<file path="src/rtl/core/xte_pkg.sv">
// Package for the XML text escaper: widths, character codes, register
// indexes and the escaped-run type. No dependencies.
package xte_pkg;

  localparam int BYTE_W    = 8;
  localparam int RUN_MAX   = 6;
  localparam int RUN_IDX_W = 3;
  localparam int CFG_IDX_W = 1;
  localparam int CFG_DATA_W = 1;

  localparam logic [CFG_IDX_W-1:0] CFG_APOS_ENTITY = 1'b0;
  localparam logic [CFG_IDX_W-1:0] CFG_CTRL_HEX    = 1'b1;

  localparam logic [BYTE_W-1:0] CH_AMP   = 8'h26;
  localparam logic [BYTE_W-1:0] CH_LT    = 8'h3c;
  localparam logic [BYTE_W-1:0] CH_GT    = 8'h3e;
  localparam logic [BYTE_W-1:0] CH_QUOT  = 8'h22;
  localparam logic [BYTE_W-1:0] CH_APOS  = 8'h27;
  localparam logic [BYTE_W-1:0] CH_SEMI  = 8'h3b;
  localparam logic [BYTE_W-1:0] CH_HASH  = 8'h23;
  localparam logic [BYTE_W-1:0] CH_PCT   = 8'h25;
  localparam logic [BYTE_W-1:0] CH_3     = 8'h33;
  localparam logic [BYTE_W-1:0] CH_9     = 8'h39;
  localparam logic [BYTE_W-1:0] CH_A     = 8'h61;
  localparam logic [BYTE_W-1:0] CH_G     = 8'h67;
  localparam logic [BYTE_W-1:0] CH_L     = 8'h6c;
  localparam logic [BYTE_W-1:0] CH_M     = 8'h6d;
  localparam logic [BYTE_W-1:0] CH_O     = 8'h6f;
  localparam logic [BYTE_W-1:0] CH_P     = 8'h70;
  localparam logic [BYTE_W-1:0] CH_Q     = 8'h71;
  localparam logic [BYTE_W-1:0] CH_S     = 8'h73;
  localparam logic [BYTE_W-1:0] CH_T     = 8'h74;
  localparam logic [BYTE_W-1:0] CH_U     = 8'h75;
  localparam logic [BYTE_W-1:0] CH_DEL   = 8'h7f;
  localparam logic [BYTE_W-1:0] CH_SPACE = 8'h20;

  typedef struct packed {
    logic [RUN_MAX-1:0][BYTE_W-1:0] bytes;
    logic [RUN_IDX_W-1:0]           last_idx;
  } xte_run_t;

  function automatic logic [BYTE_W-1:0] hex_digit(input logic [3:0] nib);
    logic [BYTE_W-1:0] ext;
    ext = {4'h0, nib};
    if (nib < 4'd10) begin
      return 8'h30 + ext;
    end else begin
      return 8'h37 + ext;
    end
  endfunction

endpackage

</file>
<file path="src/rtl/core/xte_if.sv">
// Stream interfaces for the input and result words of the XML text escaper.
// Depends on xte_pkg for the byte width.
interface xte_in_if;
  logic                       valid;
  logic                       ready;
  logic [xte_pkg::BYTE_W-1:0] in_byte;
  logic                       final_byte;

  modport source (output valid, output in_byte, output final_byte, input ready);
  modport sink (input valid, input in_byte, input final_byte, output ready);
endinterface

interface xte_out_if;
  logic                       valid;
  logic                       ready;
  logic [xte_pkg::BYTE_W-1:0] out_byte;
  logic                       last_of_run;
  logic                       text_done;

  modport source (output valid, output out_byte, output last_of_run, output text_done,
                  input ready);
  modport sink (input valid, input out_byte, input last_of_run, input text_done,
                output ready);
endinterface

</file>
<file path="src/rtl/core/xte_encode.sv">
// Combinational encoder: maps one text byte to its escaped run of one to
// six bytes. Depends on xte_pkg.
module xte_encode (
  input  logic [xte_pkg::BYTE_W-1:0] c,
  input  logic                       apos_entity,
  input  logic                       ctrl_hex,
  output xte_pkg::xte_run_t          run
);
  import xte_pkg::*;

  always_comb begin
    run = '0;
    case (c)
      CH_AMP: begin
        run.bytes[0] = CH_AMP;
        run.bytes[1] = CH_A;
        run.bytes[2] = CH_M;
        run.bytes[3] = CH_P;
        run.bytes[4] = CH_SEMI;
        run.last_idx = 3'd4;
      end
      CH_LT: begin
        run.bytes[0] = CH_AMP;
        run.bytes[1] = CH_L;
        run.bytes[2] = CH_T;
        run.bytes[3] = CH_SEMI;
        run.last_idx = 3'd3;
      end
      CH_GT: begin
        run.bytes[0] = CH_AMP;
        run.bytes[1] = CH_G;
        run.bytes[2] = CH_T;
        run.bytes[3] = CH_SEMI;
        run.last_idx = 3'd3;
      end
      CH_QUOT: begin
        run.bytes[0] = CH_AMP;
        run.bytes[1] = CH_Q;
        run.bytes[2] = CH_U;
        run.bytes[3] = CH_O;
        run.bytes[4] = CH_T;
        run.bytes[5] = CH_SEMI;
        run.last_idx = 3'd5;
      end
      CH_APOS: begin
        if (apos_entity) begin
          run.bytes[0] = CH_AMP;
          run.bytes[1] = CH_A;
          run.bytes[2] = CH_P;
          run.bytes[3] = CH_O;
          run.bytes[4] = CH_S;
          run.bytes[5] = CH_SEMI;
          run.last_idx = 3'd5;
        end else begin
          run.bytes[0] = CH_AMP;
          run.bytes[1] = CH_HASH;
          run.bytes[2] = CH_3;
          run.bytes[3] = CH_9;
          run.bytes[4] = CH_SEMI;
          run.last_idx = 3'd4;
        end
      end
      default: begin
        if (ctrl_hex && (c < CH_SPACE || c == CH_DEL)) begin
          run.bytes[0] = CH_PCT;
          run.bytes[1] = hex_digit(c[7:4]);
          run.bytes[2] = hex_digit(c[3:0]);
          run.last_idx = 3'd2;
        end else begin
          run.bytes[0] = c;
          run.last_idx = 3'd0;
        end
      end
    endcase
  end

endmodule

</file>
<file path="src/rtl/core/xte_serial.sv">
// Result register and serializer: holds one escaped run and sends it one
// byte per word. Depends on xte_pkg and xte_out_if.
module xte_serial (
  input  logic                clk,
  input  logic                rst_n,
  input  logic                load,
  input  xte_pkg::xte_run_t   run,
  input  logic                fin,
  output logic                free,
  xte_out_if.source           out_ch
);
  import xte_pkg::*;

  xte_run_t             run_r;
  logic                 fin_r;
  logic                 vld_r;
  logic [RUN_IDX_W-1:0] idx_r;
  logic                 at_last;

  always_comb begin
    at_last            = (idx_r == run_r.last_idx);
    free               = !vld_r || (out_ch.ready && at_last);
    out_ch.valid       = vld_r;
    out_ch.out_byte    = run_r.bytes[idx_r];
    out_ch.last_of_run = at_last;
    out_ch.text_done   = at_last && fin_r;
  end

  always_ff @(posedge clk) begin
    if (!rst_n) begin
      vld_r <= 1'b0;
      idx_r <= '0;
    end else if (load) begin
      vld_r <= 1'b1;
      idx_r <= '0;
    end else if (vld_r && out_ch.ready) begin
      if (at_last) begin
        vld_r <= 1'b0;
      end else begin
        idx_r <= idx_r + 3'd1;
      end
    end
  end

  always_ff @(posedge clk) begin
    if (load) begin
      run_r <= run;
      fin_r <= fin;
    end
  end

endmodule

</file>
<file path="src/rtl/core/xml_text_escaper.sv">
// Top level of the XML text escaper: configuration registers, input
// register, encoder and serializer. Depends on xte_pkg, xte_if, xte_encode
// and xte_serial.
//
// The block takes one text byte per cycle while in_ch.ready is high and
// sends its escaped form one byte per cycle while out_ch.ready is high, so a
// byte that passes unchanged gives one result byte and an escaped byte gives
// three to six; the result port, one byte per cycle, sets the sustained rate.
// An input register and a result register separate the two sides, so a new
// byte is taken while the previous run is still being sent, and a byte passes
// through the input register and then the result register to the result port.
module xml_text_escaper (
  input  logic                            clk,
  input  logic                            rst_n,
  input  logic                            cfg_we,
  input  logic [xte_pkg::CFG_IDX_W-1:0]   cfg_index,
  input  logic [xte_pkg::CFG_DATA_W-1:0]  cfg_data,
  xte_in_if.sink                          in_ch,
  xte_out_if.source                       out_ch
);
  import xte_pkg::*;

  logic              apos_entity_r;
  logic              ctrl_hex_r;
  logic [BYTE_W-1:0] in_byte_r;
  logic              final_byte_r;
  logic              in_vld_r;
  logic              ser_free;
  logic              load;
  xte_run_t          run;

  always_ff @(posedge clk) begin
    if (!rst_n) begin
      apos_entity_r <= 1'b0;
      ctrl_hex_r    <= 1'b0;
    end else if (cfg_we) begin
      case (cfg_index)
        CFG_APOS_ENTITY: apos_entity_r <= cfg_data[0];
        CFG_CTRL_HEX:    ctrl_hex_r    <= cfg_data[0];
        default: begin
        end
      endcase
    end
  end

  always_comb begin
    load        = in_vld_r && ser_free;
    in_ch.ready = !in_vld_r || ser_free;
  end

  always_ff @(posedge clk) begin
    if (!rst_n) begin
      in_vld_r <= 1'b0;
    end else if (in_ch.ready) begin
      in_vld_r <= in_ch.valid;
    end
  end

  always_ff @(posedge clk) begin
    if (in_ch.valid && in_ch.ready) begin
      in_byte_r    <= in_ch.in_byte;
      final_byte_r <= in_ch.final_byte;
    end
  end

  xte_encode u_encode (
    .c           (in_byte_r),
    .apos_entity (apos_entity_r),
    .ctrl_hex    (ctrl_hex_r),
    .run         (run)
  );

  xte_serial u_serial (
    .clk    (clk),
    .rst_n  (rst_n),
    .load   (load),
    .run    (run),
    .fin    (final_byte_r),
    .free   (ser_free),
    .out_ch (out_ch)
  );

endmodule

</file>
<file path="src/flat_wrapper.sv">
// flat-port wrapper written by rule: the top's interface ports become plain ports
module xml_text_escaper_flat import xte_pkg::*;
  (clk, rst_n, cfg_we, cfg_index, cfg_data, in_ch_valid, in_ch_in_byte, in_ch_final_byte, in_ch_ready, out_ch_valid, out_ch_out_byte, out_ch_last_of_run, out_ch_text_done, out_ch_ready);
  xte_in_if in_ch_i ();
  xte_out_if out_ch_i ();
  input  logic clk;
  input  logic rst_n;
  input  logic cfg_we;
  input  logic [xte_pkg::CFG_IDX_W-1:0] cfg_index;
  input  logic [xte_pkg::CFG_DATA_W-1:0] cfg_data;
  input wire logic [$bits(in_ch_i.valid)-1:0] in_ch_valid;
  input wire logic [$bits(in_ch_i.in_byte)-1:0] in_ch_in_byte;
  input wire logic [$bits(in_ch_i.final_byte)-1:0] in_ch_final_byte;
  output wire logic [$bits(in_ch_i.ready)-1:0] in_ch_ready;
  output wire logic [$bits(out_ch_i.valid)-1:0] out_ch_valid;
  output wire logic [$bits(out_ch_i.out_byte)-1:0] out_ch_out_byte;
  output wire logic [$bits(out_ch_i.last_of_run)-1:0] out_ch_last_of_run;
  output wire logic [$bits(out_ch_i.text_done)-1:0] out_ch_text_done;
  input wire logic [$bits(out_ch_i.ready)-1:0] out_ch_ready;
  assign in_ch_i.valid = in_ch_valid;
  assign in_ch_i.in_byte = in_ch_in_byte;
  assign in_ch_i.final_byte = in_ch_final_byte;
  assign in_ch_ready = in_ch_i.ready;
  assign out_ch_valid = out_ch_i.valid;
  assign out_ch_out_byte = out_ch_i.out_byte;
  assign out_ch_last_of_run = out_ch_i.last_of_run;
  assign out_ch_text_done = out_ch_i.text_done;
  assign out_ch_i.ready = out_ch_ready;
  xml_text_escaper u_core (.clk(clk), .rst_n(rst_n), .cfg_we(cfg_we), .cfg_index(cfg_index), .cfg_data(cfg_data), .in_ch(in_ch_i), .out_ch(out_ch_i));
endmodule
</file>
<file path="config.mk">
export PLATFORM = sky130hd
export DESIGN_NAME = xml_text_escaper_flat
export DESIGN_NICKNAME = d
export VERILOG_FILES = /design/src/rtl/core/xte_pkg.sv /design/src/rtl/core/xte_if.sv /design/src/rtl/core/xte_encode.sv /design/src/rtl/core/xte_serial.sv /design/src/rtl/core/xml_text_escaper.sv /design/src/flat_wrapper.sv
export SDC_FILE = /design/constraint.sdc
export NUM_CORES = 1
export LEC_CHECK = 0
export BUFFER_PORTS_ARGS = -buffer_cell sky130_fd_sc_hd__buf_2
export CORE_ASPECT_RATIO = 0.5
export CORE_UTILIZATION = 45
export CTS_CLUSTER_DIAMETER = 80
export DETAILED_ROUTE_END_ITERATION = 8
export GPL_TIMING_DRIVEN = 1
export PLACE_DENSITY = 0.64
export SETUP_SLACK_MARGIN = 0.15
export SYNTH_ARGS = -nofsm -noshare
export SYNTH_HDL_FRONTEND = slang
export SYNTH_SLANG_ARGS = --single-unit
</file>
<file path="constraint.sdc">
create_clock -name clk -period 4.7 [get_ports clk]
set_input_delay 0.235 -clock clk [delete_from_list [all_inputs] [get_ports clk]]
set_output_delay 0.235 -clock clk [all_outputs]
set_load 0.02 [all_outputs]
</file>
==> metrics.md <==
| Metric | Value |
|---|---|
| Fraction of the yosys area taken by sequential cells | `0.571` |
| Ys Warns | `0` |
| Worst setup path endpoint | `u_core.u_serial.run_r[14]$_DFFE_PP_` |
| Synthesized instance count | `218` |
| Most frequent cells in the layout | `edfxtp_1, buf_2, nand2_1, o21ai_0, inv_1` |
| Max Cap Viol | `0` |
| DP Area | `2880 sq um` |
| CTS resizes | `0` |
| Commonest non-fill, non-tap cell in the layout | `edfxtp_1` |
| DRC Markers | `1` |
| Routed wire length | `5290 um` |
| R2R Path Start | `u_core.u_serial.idx_r[0]$_SDFFE_PP0P_` |
| FMAX | `361 MHz` |
| R2r worst-path depth | `3` |
| Placer Congestion | `0.826` |
| Worst-path cell chain | `xnor2_1 > nand4_1 > a21oi_4` |
| WP buf/inv | `0` |
| CTS buffer count | `5` |
| GRT Total Usage | `0.181` |
| Cell area after synthesis | `2720 sq um` |
| WP data arrival | `2.68 ns` |
| Hold Path Depth | `1` |
| Post-Synth Simple-Gate Area | `0.143` |
| Clock Sink Count | `54` |
| Setup TNS | `0 ns` |
| Number of nets in the layout | `264` |
| Yosys cell types | `47` |
| CP delay by family, top | `compound AO/OA/AOI/OAI gates` |
| Leakage power | `1.18 nW` |
| Rel. slew slack | `0.244` |
| Synth Area in Adders | `0.0368` |
| Synth Area in Compound Gates | `0.108` |
| Final Cycle Share | `0.590` |
| Pwr dens | `337 nW/um^2` |
| Drt pass-1 iters | `6` |
| Worst VDD drop | `0.167 mV` |
| Largest family of logic cells by synthesized area | `simple AND/OR/NAND/NOR gates` |
| Initial antenna violation count | `0` |
| Setup Buffers After CTS | `0` |
| Die H | `56.9 um` |
| Crit path required time | `4.61 ns` |
| Seq pwr share | `0.551` |
| Mux contribution to synthesized area | `0.0696` |
| Post-route ant nets | `0` |
| Fillers | `494` |
| H-tree depth | `2` |
| Rows | `19` |
| Crit path launch type | `register` |
| Hpwl dp | `4000 um` |
| Final global-route overflow total | `0` |
| Clock skew | `0.00572 ns` |
| Initial Util | `0.480` |
| CP Max Fanout | `38` |
| Placeable Area | `5660 sq um` |
| Delay of the slowest critical-path stage | `0.97 ns` |
| Max clock buf depth | `2` |
| Final Setup Violations | `0` |
| Gate power share | `0.080` |
| Fin util | `0.536` |
| Status | `complete, but fails checks` |
| Internal power | `793 uW` |
| Layout cells sized above 1 | `0.232` |
| Worst path depth | `3` |
| Clock share of power | `0.369` |
| Syn nets | `242` |
| Worst hold path type | `in -> reg` |
| XOR/XNOR share of the synthesized area | `0.0226` |
| Crit path launch | `u_core.u_serial.idx_r[0]$_SDFFE_PP0P_` |
| I/O Pins | `28` |
| R2r setup slk | `1.93 ns` |
| CTS tree | `yes` |
| Hold Fails Final Rpt | `0` |
| Die X-Extent | `112 um` |
| Crit Path Class | `reg -> reg` |
| Fin area | `3030 sq um` |
| Total Power | `1.02 mW` |
| Hold buffers post-CTS | `0` |
| Setup WS pre-CTS | `1.90 ns` |
| CTS clk-pin slew, worst paths | `0.07 ns` |
| I/O Buffers | `27` |
| EDFF count, synth | `47` |
| Unrepaired setup endpoints after global routing | `false` |
| Largest net degree at the start of global routing | `39` |
| DR vias/cell | `5.56` |
| Number of vias after detailed routing | `1746` |
| Switching share of power | `0.225` |
| Routed wire per std cell | `16.9 um` |
| Syn_area_per_cell | `12.5 sq um` |
| Root Driver | `clkbuf_16` |
| Setup ws final | `1.93 ns` |
| Global-route wire length before repair | `8570 um` |
| Minimum period implied by the final worst setup slack | `2.77 ns` |
| Flops & latches, synth | `54` |
| Tightest Pin Transition | `1.13 ns` |
| Worst R2R End | `u_core.u_serial.run_r[14]$_DFFE_PP_` |
| Max Slew Vio Count | `0` |
| Later-pin clock latency in the skew report | `0.29 ns` |
| Crit-path slowest cell | `a21oi_4` |
| Iteration-0 DRC Markers | `88` |
| Crit path capture type | `register` |
| Area Overhead vs Synth | `11.6%` |
| Diodes inserted | `0` |
| Most used DFF post-synth | `edfxtp_1` |
| Asr flop ratio synth | `0` |
| Vias in the first global route | `1658` |
| Die area | `6370 sq um` |
| Net Sw Power | `230 uW` |
| Failing checks | `DRC` |
==> worst min path at each step <==
stage,start,endpoint
floorplan,in_ch_final_byte,u_core.final_byte_r$_DFFE_PP_
global placement,in_ch_in_byte[1],u_core.in_byte_r[1]$_DFFE_PP_
detailed placement,in_ch_in_byte[1],u_core.in_byte_r[1]$_DFFE_PP_
CTS,in_ch_in_byte[1],u_core.in_byte_r[1]$_DFFE_PP_
global route,in_ch_in_byte[1],u_core.in_byte_r[1]$_DFFE_PP_
finish,in_ch_in_byte[1],u_core.in_byte_r[1]$_DFFE_PP_
==> power by group through the flow <==
stage	sequential, mW	clock, mW	combinational [mW]
after floorplan	0.562	0	0.0676
after global placement	0.573	0	0.0806
after detailed placement	0.575	0	0.0821
after CTS	0.564	0.382	0.0825
after global routing	0.567	0.401	0.0905
final	0.564	0.377	0.0818
==> cells by family after synthesis <==
logic type / count (synthesis)
AND/OR/NAND/NOR: 69
flip-flops: 54
multiplexers: 10
XOR/XNOR: 7
adder cells (fa/ha/maj): 8
AO/OA/AOI/OAI: 44
buffers and inverters: 26
==> per-stage QoR <==
step	cells	hold slack (ns)
3_3_place_gp	306	0.412
2_1_floorplan	218	0.334
5_1_grt	314	0.112
4_1_cts	314	0.114
3_5_place_dp	306	0.413
6_report	314	0.117
==> area by class of cell <==
cell class	count	area, sq um	share of cell area
Clock buffer	6	139	0.0458
Clock inverter	2	17.5	0.00578
Inverter	14	52.6	0.0173
Multi-Input combinational cell	138	1040	0.345
Sequential cell	54	1550	0.512
Tap cell	73	91.3	0.0301
Timing Repair Buffer	27	135	0.0446
==> cells in the mapped netlist, types with 3 or more instances <==
cell type,n,area share
buf_2,3,0.0055
xnor2_1,7,0.023
inv_1,14,0.019
dfxtp_1,7,0.052
mux4_2,7,0.058
edfxtp_1,47,0.52
ha_1,8,0.037
nor2_1,11,0.015
o21ai_0,15,0.028
nand3_1,10,0.018
buf_6,4,0.017
clkbuf_1,5,0.0069
and2_1,4,0.0092
o21a_1,3,0.0083
a21boi_0,3,0.0083
nor2b_1,4,0.0092
nand2_1,19,0.026
a21oi_1,5,0.0092
nor3_1,3,0.0055
==> metal layers <==
| layer | GRT usage | vias to the layer above | part of all wire |
|---|---|---|---|
| met3 | 0.0372 | 7 | 0.073 |
| met2 | 0.258 | 57 | 0.41 |
| li1 | - | 854 | - |
| met5 | 0 | - | 0 |
| met4 | 0.0637 | 0 | 0.013 |
| met1 | 0.275 | 828 | 0.50 |
==> sequential cells by signal, indices dropped and copies added, names as in the netlist <==
name / flops
u_core.u_serial.idx_r: 3
u_core.ctrl_hex_r: 1
u_core.u_serial.run_r: 37
u_core.in_vld_r: 1
u_core.u_serial.out_ch.valid: 1
u_core.final_byte_r: 1
u_core.in_byte_r: 8
u_core.u_serial.fin_r: 1
u_core.apos_entity_r: 1
Power figures use the tool's default switching activity.
